$ cat src/hw/rtl/cgavt_pkg.sv
// ----------------------------------------------------------------------------
// cgavt_pkg
// Types and constants shared by the CGA video timing generator modules.
// ----------------------------------------------------------------------------
package cgavt_pkg;

  localparam int COL_W = 12;
  localparam int ROW_W = 10;

  localparam int Q_DEPTH = 4;
  localparam int Q_PTR_W = 2;

  // floor(x / 3) for x < 4096 as (x * 2731) >> 13
  localparam logic [11:0] DIV3_MUL   = 12'd2731;
  localparam int          DIV3_SHIFT = 13;

  typedef enum logic {
    OP_TICK  = 1'b0,
    OP_WRITE = 1'b1
  } op_e;

  typedef enum logic [2:0] {
    REG_LINE_PERIOD     = 3'd0,
    REG_HSYNC_WIDTH     = 3'd1,
    REG_LEFT_MARGIN     = 3'd2,
    REG_PIXEL_REPEAT    = 3'd3,
    REG_VISIBLE_ROWS    = 3'd4,
    REG_VSYNC_START_ROW = 3'd5,
    REG_VSYNC_ROWS      = 3'd6,
    REG_LAST_ROW        = 3'd7
  } reg_e;

  localparam logic [11:0] RST_LINE_PERIOD     = 12'd910;
  localparam logic [7:0]  RST_HSYNC_WIDTH     = 8'd64;
  localparam logic [9:0]  RST_LEFT_MARGIN     = 10'd110;
  localparam logic [2:0]  RST_PIXEL_REPEAT    = 3'd2;
  localparam logic [8:0]  RST_VISIBLE_ROWS    = 9'd200;
  localparam logic [9:0]  RST_VSYNC_START_ROW = 10'd225;
  localparam logic [3:0]  RST_VSYNC_ROWS      = 4'd3;
  localparam logic [9:0]  RST_LAST_ROW        = 10'd262;

  typedef struct packed {
    logic [11:0] line_period;
    logic [7:0]  hsync_width;
    logic [9:0]  left_margin;
    logic [2:0]  pixel_repeat;
    logic [8:0]  visible_rows;
    logic [9:0]  vsync_start_row;
    logic [3:0]  vsync_rows;
    logic [9:0]  last_row;
  } cfg_t;

  typedef struct packed {
    logic       operation;
    logic [7:0] write_row;
    logic [7:0] write_col;
    logic [3:0] write_color;
  } in_item_t;

  typedef struct packed {
    logic       hsync;
    logic       vsync;
    logic [3:0] color;
    logic       frame_pulse;
    logic [9:0] current_row;
  } out_item_t;

  // One queued command. For a write, row/col hold the store position.
  // For a tick, col holds the image offset until it becomes the pixel index.
  typedef struct packed {
    op_e              op;
    logic             hsync;
    logic             vsync;
    logic             frame_pulse;
    logic             image;
    logic [ROW_W-1:0] row;
    logic [COL_W-1:0] col;
    logic [2:0]       rep;
    logic [3:0]       color;
    logic             wr_ok;
  } cmd_t;

endpackage

$ cat src/hw/rtl/cgavt_front.sv
// ----------------------------------------------------------------------------
// cgavt_front
// Column and row counters; classifies each accepted item into a command.
// ----------------------------------------------------------------------------
module cgavt_front #(
  parameter int FB_COLS = 256,
  parameter int FB_ROWS = 256
) (
  input  logic                clk,
  input  logic                rst_n,
  input  cgavt_pkg::cfg_t     cfg,
  input  logic                accept,
  input  cgavt_pkg::in_item_t item,
  output logic                push,
  output cgavt_pkg::cmd_t     cmd
);

  logic [cgavt_pkg::COL_W-1:0] col_r, col_nxt;
  logic [cgavt_pkg::ROW_W-1:0] row_r, row_nxt;

  logic [cgavt_pkg::ROW_W-1:0] row_cur;
  logic [cgavt_pkg::ROW_W:0]   vs_end;
  logic                        in_vs;
  logic                        hs;
  logic [cgavt_pkg::COL_W-1:0] img_start;
  logic [cgavt_pkg::COL_W:0]   col_inc;
  logic [2:0]                  rep;
  logic                        is_tick;

  assign is_tick = (cgavt_pkg::op_e'(item.operation) == cgavt_pkg::OP_TICK);

  always_comb begin
    if (col_r == '0) begin
      row_cur = (row_r >= cfg.last_row) ? '0 : row_r + 10'd1;
    end else begin
      row_cur = row_r;
    end
    vs_end    = {1'b0, cfg.vsync_start_row} + 11'(cfg.vsync_rows);
    in_vs     = (row_cur >= cfg.vsync_start_row) && ({1'b0, row_cur} < vs_end);
    hs        = (col_r < {4'd0, cfg.hsync_width});
    img_start = {4'd0, cfg.hsync_width} + {2'd0, cfg.left_margin};
    col_inc   = {1'b0, col_r} + 13'd1;
    if (cfg.pixel_repeat == 3'd0) begin
      rep = 3'd1;
    end else if (cfg.pixel_repeat > 3'd4) begin
      rep = 3'd4;
    end else begin
      rep = cfg.pixel_repeat;
    end
  end

  always_comb begin
    col_nxt = col_r;
    row_nxt = row_r;
    if (accept && is_tick) begin
      row_nxt = row_cur;
      col_nxt = (col_inc >= {1'b0, cfg.line_period}) ? '0 : col_inc[cgavt_pkg::COL_W-1:0];
    end
  end

  always_ff @(posedge clk) begin
    if (!rst_n) begin
      col_r <= '0;
      row_r <= cgavt_pkg::RST_LAST_ROW;
    end else begin
      col_r <= col_nxt;
      row_r <= row_nxt;
    end
  end

  always_comb begin
    push = accept;
    cmd  = '0;
    if (is_tick) begin
      cmd.op          = cgavt_pkg::OP_TICK;
      cmd.hsync       = hs;
      cmd.vsync       = in_vs;
      cmd.frame_pulse = !hs && in_vs && (col_r == {4'd0, cfg.hsync_width}) &&
                        (row_cur == cfg.vsync_start_row);
      cmd.image       = !hs && !in_vs && (row_cur < {1'b0, cfg.visible_rows}) &&
                        (32'(row_cur) < FB_ROWS) && (col_r >= img_start);
      cmd.row         = row_cur;
      cmd.col         = col_r - img_start;
      cmd.rep         = rep;
    end else begin
      cmd.op    = cgavt_pkg::OP_WRITE;
      cmd.row   = {2'd0, item.write_row};
      cmd.col   = {4'd0, item.write_col};
      cmd.color = item.write_color;
      cmd.wr_ok = (32'(item.write_row) < FB_ROWS) && (32'(item.write_col) < FB_COLS);
    end
  end

endmodule

$ cat config.mk
export PLATFORM = sky130hd
export DESIGN_NAME = cgavt_front
export DESIGN_NICKNAME = d
export VERILOG_FILES = /design/src/hw/rtl/cgavt_pkg.sv /design/src/hw/rtl/cgavt_front.sv
export SDC_FILE = /design/constraint.sdc
export NUM_CORES = 1
export LEC_CHECK = 0
export ABC_AREA = 0
export BUFFER_PORTS_ARGS = -buffer_cell sky130_fd_sc_hd__buf_2
export CAP_MARGIN = 20
export CORE_AREA = 4 4 99 91
export CTS_CLUSTER_DIAMETER = 30
export DETAILED_ROUTE_END_ITERATION = 8
export DIE_AREA = 0 0 103 95
export PLACE_DENSITY = 0.81
export SLEW_MARGIN = 40
export SYNTH_ARGS = -nofsm -noshare
export SYNTH_HDL_FRONTEND = slang
export SYNTH_SLANG_ARGS = --single-unit
export TNS_END_PERCENT = 100
$ cat constraint.sdc
create_clock -name clk -period 4 [get_ports clk]
set_input_delay 0.2 -clock clk [delete_from_list [all_inputs] [get_ports clk]]
set_output_delay 0.2 -clock clk [all_outputs]
set_load 0.01 [all_outputs]
* Word-level counts from Yosys, hierarchy flattened *
Index checks and enable logic that the tools add are counted.

word-level totals
  flip-flop bits (word level) = 22
  latch bits = 0
  bits in writable memories = 0
  ROM bits = 0
  bits of input ports = 90
  output and inout port bits = 36
  word-level logic and storage cells = 42
  memories = 0

cells by class
  add/sub/neg operators = 5
  multipliers = 0
  divide/modulo/power cells = 0
  order comparisons = 9
  equality and inequality tests = 2
  shift-type cells = 0
  mux-type cells = 10
  bitwise logic cells = 1
  reductions and logical operators = 13

operators with widths
  cell                     number
  $mux W22                 1
  $ge A10 B10 Y1           2
  $mux W10                 2
  $add A12 B1 Y13 const B  1
  $ge A13 B12 Y1           1
  $eq A12 B8 Y1            1
  $ge A12 B11 Y1           1
  $logic_not A12 Y1        1
  $lt A12 B8 Y1            1
  $mux W12                 1
  $sub A12 B11 Y12         1
  $add A10 B4 Y11          1
  $add A8 B10 Y11          1
  $lt A10 B11 Y1           1
  $add A10 B1 Y10 const B  1
  $eq A10 B10 Y1           1
  $lt A10 B9 Y1            1
  $lt A10 B9 Y1 const B    1
  $logic_and A1 B1 Y1      9
  $mux W3                  3
  $mux W5                  1
  $mux W4                  1
  $gt A3 B3 Y1 const B     1
  $logic_not A3 Y1         1
  3 further kinds          4

* Depth between registers and ports, before layout *
  depth after elaboration = 11
  mapped depth = 17
  depth with buffers taken out = 16

* Least setup slack after synthesis *
Ideal clock, no wire load.

  kind = register to output
  start point = register col_r[0] in the netlist's numbering
  end point = output cmd[31] in the netlist's numbering
  arrival = 3,340 ps
  required time = 3,800 ps
  slack = 460 ps
  cell stages (with the launch flop) = 17
  path buffers = 2
  cells stage by stage = dfxtp_1 > inv_1 > ha_1 > nor4b_2 > nand3_2 > a21oi_1 > clkbuf_1 > buf_2 > nor2_1 > ha_1 > nand4_1 > nor2_1 > a21oi_1 > nand4b_1 > a32oi_1 > o211ai_1 > nor4_1

RTL lines
  what                    RTL line           RTL
  from (decl)             cgavt_front.sv:18  logic [cgavt_pkg::COL_W-1:0] col_r, col_nxt;
  from (signal assigned)  cgavt_front.sv:66  col_r <= col_nxt;
  to (decl)               cgavt_front.sv:15  output cgavt_pkg::cmd_t cmd

==> impl_metrics.json <==
{
  "yosysTopAreaCellShare_pct": 24.7,
  "start_kind": "flop",
  "cap_violations": 0,
  "timing.rr.end": "col_r[7]",
  "die_y_um": 95,
  "end_kind": "primary output",
  "critical_path_class": "reg2out",
  "cts.sinks": 22,
  "tightest_slew_ns": 0.847,
  "synth_top_cell_by_area": "ha_1",
  "wl_per_cell_um": 15.9,
  "multiInputGateArea_um2": 3610,
  "dr.pass1.iters": 5,
  "final_common_cell": "buf_2",
  "core_um2": 7990,
  "grt_pass1_wl_um": 19500,
  "status": "finished, final reports clean",
  "ir_worst_vdd_uv": 99.0,
  "die_w_um": 103,
  "synth_flop_cell": "dfxtp_1",
  "syn-cell-area_um2": 4210,
  "dp_slack_ns": -0.0269,
  "mostFrequentLayoutCells": "buf_2 (125), ha_1 (83), inv_1 (58)",
  "critPathCapture": "cmd[30]",
  "finalWorstPathRequiredPeriod_ns": 3.88,
  "path_max_fanout": 4,
  "fin_worst_skew_ns": 0.00273,
  "hold_viol": 0,
  "hold_path_class": "in2reg",
  "slew_violations": 0,
  "worstPathArrival_ns": 3.68,
  "cts_buffers": 3,
  "start_util_pct": 52.6,
  "insertion_delay_ns": 0.28,
  "place_congestion": 0.988,
  "rrSetupSlack_ns": 0.42,
  "ys_seq_area_share_pct": 10.5,
  "ios": 126,
  "fillers": 669,
  "max_slew_margin_pct": 42.8,
  "die_area_um2": 9790,
  "cts_buffer_depth": 2,
  "first_global_vias": 4416,
  "port_buffers": 125,
  "fmax_mhz": 258,
  "grt-ovfl-total": 0,
  "cellLeakagePower_nw": 2.80,
  "drtIter0Drc": 273,
  "r2r_cells": 14,
  "ys_warn_count": 0,
  "ys_seq_elements": 22,
  "synth_area_per_cell_um2": 7.48,
  "nNetsFinal": 882,
  "ant_nets": 0,
  "synthCells": 562,
  "clk_pin_slew_ns": 0.09,
  "antenna_found_initial": 0,
  "track_usage_pct": 24.2,
  "synth.area.top_cells": "ha_1 (25%), dfxtp_1 (10%), xnor2_1 (5.4%), inv_1 (5.3%), o21ai_0 (4.3%)",
  "vias": 4678,
  "wirelength_um": 12800,
  "setup_viol": 0,
  "cts_tree": "done",
  "hold_slack_ns": 0.347,
  "synth_edf_count": 0,
  "regArea_um2": 453,
  "critPathLaunch": "col_r[3]",
  "cts_max_level": 1,
  "r2r_start": "col_r[1]",
  "worstPathRequired_ns": 3.80,
  "layout-drive-gt1-share_pct": 28.8,
  "vias_per_cell": 5.82,
  "diodes": 0,
  "grt_max_degree": 43,
  "drc": 0,
  "synthToLayoutAreaGrowth_pct": 26.9,
  "p_per_area_nw_per_um2": 170,
  "std_cell_rows": 31,
  "fin_crit_sh_pct": 96.9,
  "layout_setup_ws_ns": 0.125,
  "async_flop_share_pct": 0,
  "synth_cell_types": 64,
  "cts_root_buffer": "clkbuf_8",
  "detailed_place_hpwl_um": 10100,
  "syn_nets": 738
}
[through the flow]
step	total power [W]	util (%)	TNS (ns)	instance area [um2]	cells
final	0.000907	66.8	0	5340	804
after global placement	0.000687	62.7	0	5010	788
after CTS	0.000875	64.0	-0.00370	5110	795
after global routing	0.000972	66.8	-0.0721	5340	804
after floorplan	0.000540	-	0	4210	562
after detailed placement	0.000703	62.7	-0.0269	5010	788
[registers in the layout, summed over array words and instances, names as in the netlist]
| register | count |
|---|---|
| row_r | 10 |
| col_r | 12 |
[power by group]
part | leakage [nW] | switching [W] | internal, W | total, W
combinational | 2.59 | 0.000277 | 0.000231 | 0.000509
clock | 0.0288 | 0.0000841 | 0.0000882 | 0.000172
sequential | 0.181 | 0.00000464 | 0.000222 | 0.000226
total | 2.80 | 0.000366 | 0.000541 | 0.000907
[logic make-up after synthesis]
logic type / synth area share, %
flip-flops: 10.5
adder cells (fa/ha/maj): 26.1
buffers and inverters: 7.47
AO/OA/AOI/OAI: 21.8
AND/OR/NAND/NOR: 25.1
multiplexers: 1.34
XOR/XNOR: 7.70
[cell type report]
cell class | instances | share of cell area, %
well taps | 99 | 2.32
inverters | 59 | 4.15
flip-flops and latches | 22 | 8.49
clock buffers | 4 | 1.03
repair buffers | 157 | 16.4
multi-input cells | 463 | 67.7
[how the worst min path moves through the flow]
stage               cells after the start  endpoint  slack [ns]      from
floorplan                               2  col_r[8]        0.43  item[20]
global placement                        2  row_r[7]        0.51  row_r[7]
detailed placement                      2  row_r[7]        0.54  row_r[7]
CTS                                     2  row_r[2]        0.33     rst_n
global route                            2  row_r[2]        0.34     rst_n
finish                                  2  row_r[2]        0.35     rst_n
[layer usage]
metal  GRT usage, %  share of wire [%]
met5              0                  0
met4           6.04                1.8
met3           2.73                7.9
met2           41.2                 47
met1           32.5                 43
[worst max-delay path, stage by stage (launching register included)]
cell	delay, ns
dfxtp_1	0.32
nor3_1	0.54
and3_4	0.30
and3_4	0.21
and4_1	0.31
xnor2_2	0.18
nor2_1	0.12
ha_1	0.32
nand3_1	0.10
nor3_2	0.15
nand2_1	0.07
o211ai_1	0.32
nor4bb_2	0.28
buf_2	0.18
[synth_stat cells (all sizes together) (4+ instances only)]
library cell / count
clkbuf: 8
o211ai: 7
a21o: 15
dfxtp: 22
and2: 6
nor3: 13
a22oi: 7
nor4: 6
a21boi: 7
mux2: 5
o31ai: 6
nand3: 22
nor2b: 23
ha: 83
o21ai: 37
xnor2: 26
nor2: 38
buf: 10
xor2: 11
nand2: 42
a211oi: 4
inv: 59
nand2b: 4
and3: 9
a21oi: 31
nand4: 13
[timing repair]
item	in CTS	in global routing
setup buffers	3	9
pin swaps	3	10
endpoints found under the setup margin	2	3
hold buffers	0	0
resized for setup	8	38
Power figures use the tool's default switching activity.
