File: src/hw/rtl/cgavt_pkg.sv
// ----------------------------------------------------------------------------
// cgavt_pkg
// Types and constants shared by the CGA video timing generator modules.
// ----------------------------------------------------------------------------
package cgavt_pkg;

  localparam int COL_W = 12;
  localparam int ROW_W = 10;

  localparam int Q_DEPTH = 4;
  localparam int Q_PTR_W = 2;

  // floor(x / 3) for x < 4096 as (x * 2731) >> 13
  localparam logic [11:0] DIV3_MUL   = 12'd2731;
  localparam int          DIV3_SHIFT = 13;

  typedef enum logic {
    OP_TICK  = 1'b0,
    OP_WRITE = 1'b1
  } op_e;

  typedef enum logic [2:0] {
    REG_LINE_PERIOD     = 3'd0,
    REG_HSYNC_WIDTH     = 3'd1,
    REG_LEFT_MARGIN     = 3'd2,
    REG_PIXEL_REPEAT    = 3'd3,
    REG_VISIBLE_ROWS    = 3'd4,
    REG_VSYNC_START_ROW = 3'd5,
    REG_VSYNC_ROWS      = 3'd6,
    REG_LAST_ROW        = 3'd7
  } reg_e;

  localparam logic [11:0] RST_LINE_PERIOD     = 12'd910;
  localparam logic [7:0]  RST_HSYNC_WIDTH     = 8'd64;
  localparam logic [9:0]  RST_LEFT_MARGIN     = 10'd110;
  localparam logic [2:0]  RST_PIXEL_REPEAT    = 3'd2;
  localparam logic [8:0]  RST_VISIBLE_ROWS    = 9'd200;
  localparam logic [9:0]  RST_VSYNC_START_ROW = 10'd225;
  localparam logic [3:0]  RST_VSYNC_ROWS      = 4'd3;
  localparam logic [9:0]  RST_LAST_ROW        = 10'd262;

  typedef struct packed {
    logic [11:0] line_period;
    logic [7:0]  hsync_width;
    logic [9:0]  left_margin;
    logic [2:0]  pixel_repeat;
    logic [8:0]  visible_rows;
    logic [9:0]  vsync_start_row;
    logic [3:0]  vsync_rows;
    logic [9:0]  last_row;
  } cfg_t;

  typedef struct packed {
    logic       operation;
    logic [7:0] write_row;
    logic [7:0] write_col;
    logic [3:0] write_color;
  } in_item_t;

  typedef struct packed {
    logic       hsync;
    logic       vsync;
    logic [3:0] color;
    logic       frame_pulse;
    logic [9:0] current_row;
  } out_item_t;

  // One queued command. For a write, row/col hold the store position.
  // For a tick, col holds the image offset until it becomes the pixel index.
  typedef struct packed {
    op_e              op;
    logic             hsync;
    logic             vsync;
    logic             frame_pulse;
    logic             image;
    logic [ROW_W-1:0] row;
    logic [COL_W-1:0] col;
    logic [2:0]       rep;
    logic [3:0]       color;
    logic             wr_ok;
  } cmd_t;

endpackage

File: src/hw/rtl/cgavt_fifo.sv
// ----------------------------------------------------------------------------
// cgavt_fifo
// Short command queue between the counter front end and the pixel back end.
// ----------------------------------------------------------------------------
module cgavt_fifo (
  input  logic            clk,
  input  logic            rst_n,
  input  logic            push,
  input  cgavt_pkg::cmd_t push_cmd,
  input  logic            pop,
  output cgavt_pkg::cmd_t head,
  output logic            empty,
  output logic            full
);

  cgavt_pkg::cmd_t                 slot_r [cgavt_pkg::Q_DEPTH];
  logic [cgavt_pkg::Q_PTR_W-1:0]   wr_ptr_r, wr_ptr_nxt;
  logic [cgavt_pkg::Q_PTR_W-1:0]   rd_ptr_r, rd_ptr_nxt;
  logic [cgavt_pkg::Q_PTR_W:0]     count_r, count_nxt;

  assign empty = (count_r == '0);
  assign full  = (count_r == (cgavt_pkg::Q_PTR_W + 1)'(cgavt_pkg::Q_DEPTH));
  assign head  = slot_r[rd_ptr_r];

  always_comb begin
    wr_ptr_nxt = push ? wr_ptr_r + 1'b1 : wr_ptr_r;
    rd_ptr_nxt = pop ? rd_ptr_r + 1'b1 : rd_ptr_r;
    count_nxt  = count_r + (cgavt_pkg::Q_PTR_W + 1)'(push) - (cgavt_pkg::Q_PTR_W + 1)'(pop);
  end

  always_ff @(posedge clk) begin
    if (!rst_n) begin
      wr_ptr_r <= '0;
      rd_ptr_r <= '0;
      count_r  <= '0;
    end else begin
      wr_ptr_r <= wr_ptr_nxt;
      rd_ptr_r <= rd_ptr_nxt;
      count_r  <= count_nxt;
    end
  end

  always_ff @(posedge clk) begin
    if (push) begin
      slot_r[wr_ptr_r] <= push_cmd;
    end
  end

  a_no_overflow : assert property (@(posedge clk) disable iff (!rst_n)
    !(push && full)) else $error("queue push while full");

  a_no_underflow : assert property (@(posedge clk) disable iff (!rst_n)
    !(pop && empty)) else $error("queue pop while empty");

endmodule

File: config.mk
export PLATFORM = sky130hd
export DESIGN_NAME = cgavt_fifo
export DESIGN_NICKNAME = d
export VERILOG_FILES = /design/src/hw/rtl/cgavt_pkg.sv /design/src/hw/rtl/cgavt_fifo.sv
export SDC_FILE = /design/constraint.sdc
export NUM_CORES = 1
export LEC_CHECK = 0
export ABC_CLOCK_PERIOD_IN_PS = 2400
export BUFFER_PORTS_ARGS = -buffer_cell sky130_fd_sc_hd__buf_2
export CAP_MARGIN = 20
export CORE_MARGIN = 2
export CORE_UTILIZATION = 59
export CTS_BUF_LIST = sky130_fd_sc_hd__clkbuf_2 sky130_fd_sc_hd__clkbuf_4 sky130_fd_sc_hd__clkbuf_8
export CTS_CLUSTER_DIAMETER = 120
export DETAILED_ROUTE_END_ITERATION = 8
export GPL_ROUTABILITY_DRIVEN = 0
export PLACE_DENSITY = 0.82
export SKIP_LAST_GASP = 1
export SYNTH_ARGS = -nofsm -noshare
export SYNTH_HDL_FRONTEND = slang
export SYNTH_SLANG_ARGS = --single-unit
File: constraint.sdc
create_clock -name clk -period 2.4 [get_ports clk]
set_input_delay 0.12 -clock clk [delete_from_list [all_inputs] [get_ports clk]]
set_output_delay 0.12 -clock clk [all_outputs]
set_load 0.005 [all_outputs]
# == After elaboration in Yosys (flattened, before gate mapping) ==
# Memory sizes are Yosys's and may differ from the RTL's. A register that Yosys moved wholly into a read port is not among the register bits.
# Index checks and enable logic that the tools add are counted.
# totals
in_bits,39
ram_bits,140
regBits,7
n_memories,1
# op_classes
eq_ne,1
n_reduce_logical,1
mux,4
addsub,4
# memory_table
memory,words,width,read_ports,rd_clocked_by_memory_dff,write_ports,line,text
slot_r,4,35,1,1,1,cgavt_fifo.sv:16,cgavt_pkg::cmd_t slot_r [cgavt_pkg::Q_DEPTH];
# op_table
op,n
$add 2x1->2 const B,2
$mux 2,2
$add 3x1->3,1
$eq 3x3->1 const B,1
$logic_not 3->1,1
$sub 3x1->3,1
$mux 1,2

# == Longest topological paths before layout ==
# Gate-level depths: netlist of the first run.
# logic_depth
word_depth,3
ltp_mapped,7

# == Least setup slack after synthesis of the first run ==
# Ideal clock, no wire load.
# synth_path
path_kind,register -> register
startpoint,reg wr_ptr_r[0] in the netlist's numbering
endpoint,"mem slot_r[2][0] in the netlist's numbering, enable pin"
path_slack_ns,0.606
period_less_slack_ns,1.794
t_required_ns,2.005
t_arrival_ns,1.399
path_stages_with_launch,4
setup_ns,0.395
cell_sequence,dfxtp_1 inv_1 ha_1 and2_1
# synth_rtl
element,line,text
start: declaration,cgavt_fifo.sv:17,"logic [cgavt_pkg::Q_PTR_W-1:0] wr_ptr_r, wr_ptr_nxt;"
start signal: assignment,cgavt_fifo.sv:37,wr_ptr_r <= wr_ptr_nxt;
end: declaration,cgavt_fifo.sv:16,
# No word-level cell before the write port.

==> impl_metrics.sql, run 1 <==
INSERT INTO impl_metrics (metric_group, metric, value, unit) VALUES
('status', 'run_status', 'completed', ''),
('floorplanning', 'dieHeight', '101', 'um'),
('worst_setup_path', 'critPathKind', 'flop to output pin', ''),
('worst_setup_path', 'worst-r2r-cell-count', '7', ''),
('power', 'worst_ir_drop_on_vdd', '0.000434', 'V'),
('logic_synthesis', 'synth_cell_type_count', '21', ''),
('timing', 'slew_violations', '0', ''),
('logic_synthesis', 'synth_enable_flop_cells', '140', ''),
('logic_synthesis', 'synth_top_cell_area_share', '0.758', ''),
('logic_synthesis', 'post_synth_most_frequent_cells', 'sky130_fd_sc_hd__edfxtp_1, sky130_fd_sc_hd__mux4_2, sky130_fd_sc_hd__dfxtp_1', ''),
('logic_synthesis', 'synth.largest_area_cell', 'sky130_fd_sc_hd__edfxtp_1', ''),
('grt', 'grt_max_degree', '23', ''),
('placed_design', 'port_buffers', '75', ''),
('placed_design', 'post-place-cells', '413', ''),
('timing', 'fmax', '0.478', 'GHz'),
('power', 'total_leakage_power', '2.40', 'nW'),
('logic_synthesis', 'synth.ff_latch_count', '149', ''),
('clock_tree', 'worstSkewPairLatency', '0.43', 'ns'),
('placed_design', 'area_after_dpl', '6110', 'um2'),
('logic_synthesis', 'synth_ff_type', 'sky130_fd_sc_hd__edfxtp_1', ''),
('worst_hold_path', 'hold_path_depth', '3', ''),
('routing', 'ant_nets', '0', ''),
('floorplanning', 'die-width', '101', 'um'),
('grt', 'grt-ovfl-total', '0', ''),
('timing', 'timing.max_slew.rel_slack', '0.586', ''),
('floorplanning', 'floorplan.die_area', '10200', 'um2'),
('grt', 'first_global_vias', '2805', ''),
('job', 'timing.max_cap.violations', '0', ''),
('routing', 'viasPerCell', '5.54', ''),
('cells_and_area', 'nets', '403', ''),
('logic_synthesis', 'synth.net_count', '272', ''),
('routing', 'routedWlPerCell', '19.0', 'um'),
('clock_tree', 'cts-root-to-sink-buffers', '2', ''),
('cells_and_area', 'syn_to_final_growth', '23.1', '%'),
('timing', 'fin_crit_sh', '0.873', ''),
('worst_setup_path', 'path_cells', 'buf_4 > mux4_2 > buf_2', ''),
('logic_synthesis', 'synth_top_cells_by_area', 'sky130_fd_sc_hd__edfxtp_1, sky130_fd_sc_hd__mux4_2, sky130_fd_sc_hd__dfxtp_1', ''),
('floorplanning', 'floorplan.core_area', '9200', 'um2'),
('timing', 'fin_crit', '2.09', 'ns'),
('clock_tree', 'path_clk_slew', '0.07', 'ns'),
('worst_setup_path', 'critPathLaunchType', 'flop', ''),
('placed_design', 'hpwl_dp', '5600', 'um'),
('worst_setup_path', 'crit_arrival', '1.97', 'ns'),
('clock_tree', 'cts_tree', 'done', ''),
('logic_synthesis', 'ys.warnings.count', '0', ''),
('timing', 'sum_of_negative_setup_slack', '0', 'ns'),
('power', 'power.density', '779', 'nW/um2'),
('worst_setup_path', 'critical_path.max_stage_delay', '0.55', 'ns'),
('worst_setup_path', 'slowest_stage_cell_crit_path', 'sky130_fd_sc_hd__dfxtp_2', ''),
('timing', 'worst_margin_slew', '0.621', 'ns'),
('timing', 'hold_viol_final', '0', ''),
('cells_and_area', 'post-route-util', '0.742', ''),
('routing', 'vias', '2663', ''),
('logic_synthesis', 'synth-async-reset-ratio', '0', ''),
('timing', 'finClkSkew', '0.0155', 'ns'),
('logic_synthesis', 'post-synth-top-count-cell', 'sky130_fd_sc_hd__edfxtp_1', ''),
('floorplanning', 'num_rows', '35', ''),
('clock_tree', 'cts-buffers-inserted', '17', ''),
('logic_synthesis', 'synthesis.instances', '226', ''),
('clock_tree', 'clk_root_buffer_cell', 'sky130_fd_sc_hd__clkbuf_8', ''),
('cells_and_area', 'regArea', '4390', 'um2'),
('logic_synthesis', 'post_synth_instance_area', '5550', 'um2'),
('worst_setup_path', 'reg2reg_slack', '0.66', 'ns'),
('routing', 'drt_drc_violations_left', '0', ''),
('routing', 'detail_route.wirelength', '9160', 'um'),
('cells_and_area', 'drive_above_1_share', '0.411', ''),
('grt', 'global_route.usage.total', '0.196', ''),
('worst_setup_path', 'path_max_fanout', '11', ''),
('worst_hold_path', 'min_from', 'pop', ''),
('worst_setup_path', 'worstReg2RegEnd', 'count_r[2]', ''),
('floorplanning', 'boundaryPins', '76', '');
## layout by cell type (no fill, tap or decap), drive strengths merged
cell / count
edfxtp: 140
buf: 84
dlygate4sd3: 36
mux4: 35
clkbuf: 18
inv: 13
dfxtp: 9
clkinv: 7
ha: 6
and2: 6
nor2: 5
xnor2: 2
and3: 1
nor3: 1
a21bo: 1
nand3b: 1
a21oi: 1
mux2i: 1
xor3: 1
fa: 1
clkinvlp: 1
## metrics by stage
stage	worst slack (ns)	hold WS, ns	total power, mW
finish	0.306	0.0292	5.32
global route	0.162	0.0455	5.54
CTS	0.254	0.0130	5.37
detailed placement	0.668	0.340	3.65
global placement	0.712	0.331	3.62
floorplan	0.606	0.219	3.41
## worst max-delay path, delay by kind of cell (launching register included)
family	cells	cell delay, ns
flip-flops	1	0.55
multiplexers	1	0.54
buffers and inverters	2	0.46
## routing by layer
| metal | GRT usage | wire [um] | vias up |
|---|---|---|---|
| met4 | 0.0655 | 102 | 0 |
| li1 | - | - | 1208 |
| met2 | 0.317 | 4700 | 100 |
| met3 | 0.0617 | 508 | 10 |
| met5 | 0 | 0 | - |
| met1 | 0.258 | 3850 | 1345 |
## where the power goes
| group | leakage [nW] | total (mW) | internal (mW) | switching [mW] |
|---|---|---|---|---|
| clock | 0.180 | 1.69 | 0.751 | 0.943 |
| sequential | 1.36 | 3.04 | 2.98 | 0.0586 |
| combinational | 0.860 | 0.583 | 0.333 | 0.250 |
| total | 2.40 | 5.32 | 4.07 | 1.25 |
## timing repair
item	4_1_cts	5_1_grt
resized for setup	0	0
setup buffers	0	0
hold buffers	36	0
hold endpoints to repair	142	0
## kinds of logic after synthesis
logic type / after synthesis / synth area share
DFF: 149 / 0.791
muxes: 36 / 0.147
buffers and inverters: 15 / 0.0212
and+or+nand+nor: 14 / 0.0135
adders and majority gates: 7 / 0.0171
xor gates and xnor gates: 3 / 0.00745
AOI/OAI and AO/OA: 2 / 0.00271
## worst max-delay path by stage
stage | to | slack [ns] | cells past startpoint
global placement | count_r[2] | 0.71 | 7
global route | head[28] | 0.16 | 3
detailed placement | count_r[2] | 0.67 | 7
finish | head[28] | 0.31 | 3
CTS | head[9] | 0.25 | 3
floorplan | slot_r[2][0] | 0.61 | 3
## registers in the layout, indices dropped and copies added, names as in the netlist, named ones only
register and cells:
slot_r 140, wr_ptr_r 2, rd_ptr_r 2, count_r 3
## layout make-up
| class | instances | share of cell area |
|---|---|---|
| multi-input cells | 62 | 0.154 |
| clock buffers | 18 | 0.0354 |
| repair buffers | 120 | 0.127 |
| clock inverters | 14 | 0.0171 |
| inverters | 7 | 0.00385 |
| well taps | 111 | 0.0204 |
| flip-flops and latches | 149 | 0.643 |
Power figures use the tool's default switching activity.
==> run 2, diff against run 1 <==
Settings changed: CORE_UTILIZATION 59 to 57, PLACE_DENSITY 0.82 to 0.79.
==> impl_metrics.sql, run 2 (same netlist as run 1, synthesis figures left out) <==
INSERT INTO impl_metrics (metric_group, metric, value, unit) VALUES
('status', 'run_status', 'completed', ''),
('clock_tree', 'path_clk_slew', '0.07', 'ns'),
('timing', 'setup_repair_after_global_routing_missed_its_margin', 'no', ''),
('clock_tree', 'cts-buffers-inserted', '17', ''),
('cells_and_area', 'n_antenna_cell', '0', ''),
('power', 'total_leakage_power', '2.40', 'nW'),
('floorplanning', 'die-width', '103', 'um'),
('timing', 'hold_viol_final', '0', ''),
('cells_and_area', 'layout.cells.most_common_list', 'sky130_fd_sc_hd__edfxtp_1, sky130_fd_sc_hd__buf_2, sky130_fd_sc_hd__dlygate4sd3_1', ''),
('grt', 'first_global_vias', '2692', ''),
('timing', 'worst_margin_slew', '0.543', 'ns'),
('worst_setup_path', 'critPathKind', 'flop to output pin', ''),
('job', 'timing.max_cap.violations', '0', ''),
('worst_setup_path', 'critPathLaunchType', 'flop', ''),
('power', 'worst_ir_drop_on_vdd', '0.000485', 'V'),
('grt', 'global_route.usage.total', '0.186', ''),
('placed_design', 'hpwl_dp', '5500', 'um'),
('cells_and_area', 'nets', '402', ''),
('worst_setup_path', 'critPathCaptureType', 'output pin', ''),
('routing', 'detail_route.wirelength', '9130', 'um'),
('cells_and_area', 'number_of_flip_flops_under_the_largest_register_name', '140', ''),
('cells_and_area', 'max_flop_register', 'slot_r', ''),
('cells_and_area', 'syn_to_final_growth', '24.1', '%'),
('timing', 'fmax', '0.530', 'GHz'),
('worst_hold_path', 'hold_path.class', 'input pin to flop', ''),
('floorplanning', 'floorplan.core_area', '9330', 'um2'),
('clock_tree', 'cts_sinks', '149', ''),
('clock_tree', 'htree_num_levels', '4', ''),
('clock_tree', 'postCtsSetupRepairBufs', '0', ''),
('grt', 'global_route_wire_length_before_repair', '13700', 'um'),
('clock_tree', 'clk_root_buffer_cell', 'sky130_fd_sc_hd__clkbuf_8', ''),
('worst_setup_path', 'worst_path_required', '2.28', 'ns'),
('routing', 'drtPass1Iterations', '4', ''),
('placed_design', 'port_buffers', '75', ''),
('routing', 'vias', '2642', ''),
('worst_setup_path', 'crit_arrival', '1.77', 'ns'),
('worst_setup_path', 'path_max_fanout', '23', ''),
('grt', 'grt-ovfl-total', '0', ''),
('floorplanning', 'num_rows', '35', ''),
('placed_design', 'area_after_dpl', '6140', 'um2'),
('routing', 'drt_iter0_drc', '139', ''),
('cells_and_area', 'final_common_cell', 'sky130_fd_sc_hd__edfxtp_1', ''),
('timing', 'finClkSkew', '0.0152', 'ns'),
('routing', 'routedWlPerCell', '18.3', 'um'),
('timing', 'final_setup_fails', '0', ''),
('routing', 'viasPerCell', '5.31', ''),
('clock_tree', 'cts_tree', 'done', ''),
('floorplanning', 'dieHeight', '103', 'um'),
('cells_and_area', 'fillCellCount', '537', ''),
('routing', 'ant_nets', '0', ''),
('power', 'power.density', '787', 'nW/um2'),
('grt', 'antenna_found_initial', '0', ''),
('floorplanning', 'boundaryPins', '76', ''),
('timing', 'fin_crit_sh', '0.787', ''),
('floorplanning', 'start_util', '0.595', ''),
('clock_tree', 'cts-root-to-sink-buffers', '2', ''),
('floorplanning', 'floorplan.die_area', '10500', 'um2'),
('cells_and_area', 'stdcell_area', '6880', 'um2'),
('cells_and_area', 'largest_registers', 'slot_r (140), count_r (3)', ''),
('timing', 'fin_crit', '1.89', 'ns'),
('grt', 'grt_max_degree', '24', ''),
('timing', 'timing.max_slew.rel_slack', '0.638', ''),
('clock_tree', 'worstSkewPairLatency', '0.44', 'ns'),
('timing', 'slew_violations', '0', ''),
('timing', 'sum_of_negative_setup_slack', '0', 'ns'),
('cells_and_area', 'drive_above_1_share', '0.407', ''),
('routing', 'drt_drc_violations_left', '0', '');
-- run 2: through the flow --
stage                      util  hold WS, ns  power [mW]  cells  worst slack (ns)
after CTS                 0.738       0.0260        5.48    498             0.455
after global placement    0.658        0.330        3.63    429             0.707
after detailed placement  0.658        0.337        3.65    429             0.635
after global routing      0.738       0.0749        5.63    498             0.420
final                     0.738       0.0628        5.42    498             0.512
after floorplan               -        0.219        3.41    226             0.606
-- run 2: layout make-up --
class | instances | area [um2] | area share
Sequential cell | 149 | 4390 | 0.637
Multi-Input combinational cell | 62 | 1050 | 0.152
Timing Repair Buffer | 119 | 886 | 0.129
Clock buffer | 19 | 249 | 0.0362
Tap cell | 129 | 161 | 0.0235
Clock inverter | 13 | 125 | 0.0182
Inverter | 7 | 26.3 | 0.00382
-- run 2: power by group --
part	switching, mW	leakage (nW)	total, mW	internal [mW]
Sequential	0.0488	1.36	3.03	2.98
Combinational	0.260	0.861	0.599	0.339
Clock	0.933	0.178	1.79	0.854
Total	1.24	2.40	5.42	4.17
-- run 2: worst paths after layout --
check	from	to	slack, ns	cells past startpoint
max	flop	head[0]	0.51	3
min	push	wr_ptr_r[0]	0.06	3
max reg2reg	count_r[0]	count_r[2]	0.64	7
min reg2reg	rd_ptr_r[0]	flop	0.56	2
-- run 2: what timing repair did --
item / in CTS / in global routing
hold endpoints to repair: 144 / 0
hold buffers: 37 / 0
setup endpoints to repair: 0 / 0
resized for setup: 0 / 0
-- run 2: routing by layer --
layer | vias up | GRT usage | part of all wire
met4 | 0 | 0.0749 | 0.0083
met3 | 6 | 0.0617 | 0.048
met2 | 84 | 0.285 | 0.51
met1 | 1351 | 0.252 | 0.44
li1 | 1201 | - | -
met5 | - | 0 | 0
-- run 2: critical path: stages (launching register included) --
cell                      delay (ns)
sky130_fd_sc_hd__dfxtp_2        0.38
sky130_fd_sc_hd__buf_12         0.23
sky130_fd_sc_hd__mux4_1         0.58
sky130_fd_sc_hd__buf_2          0.16
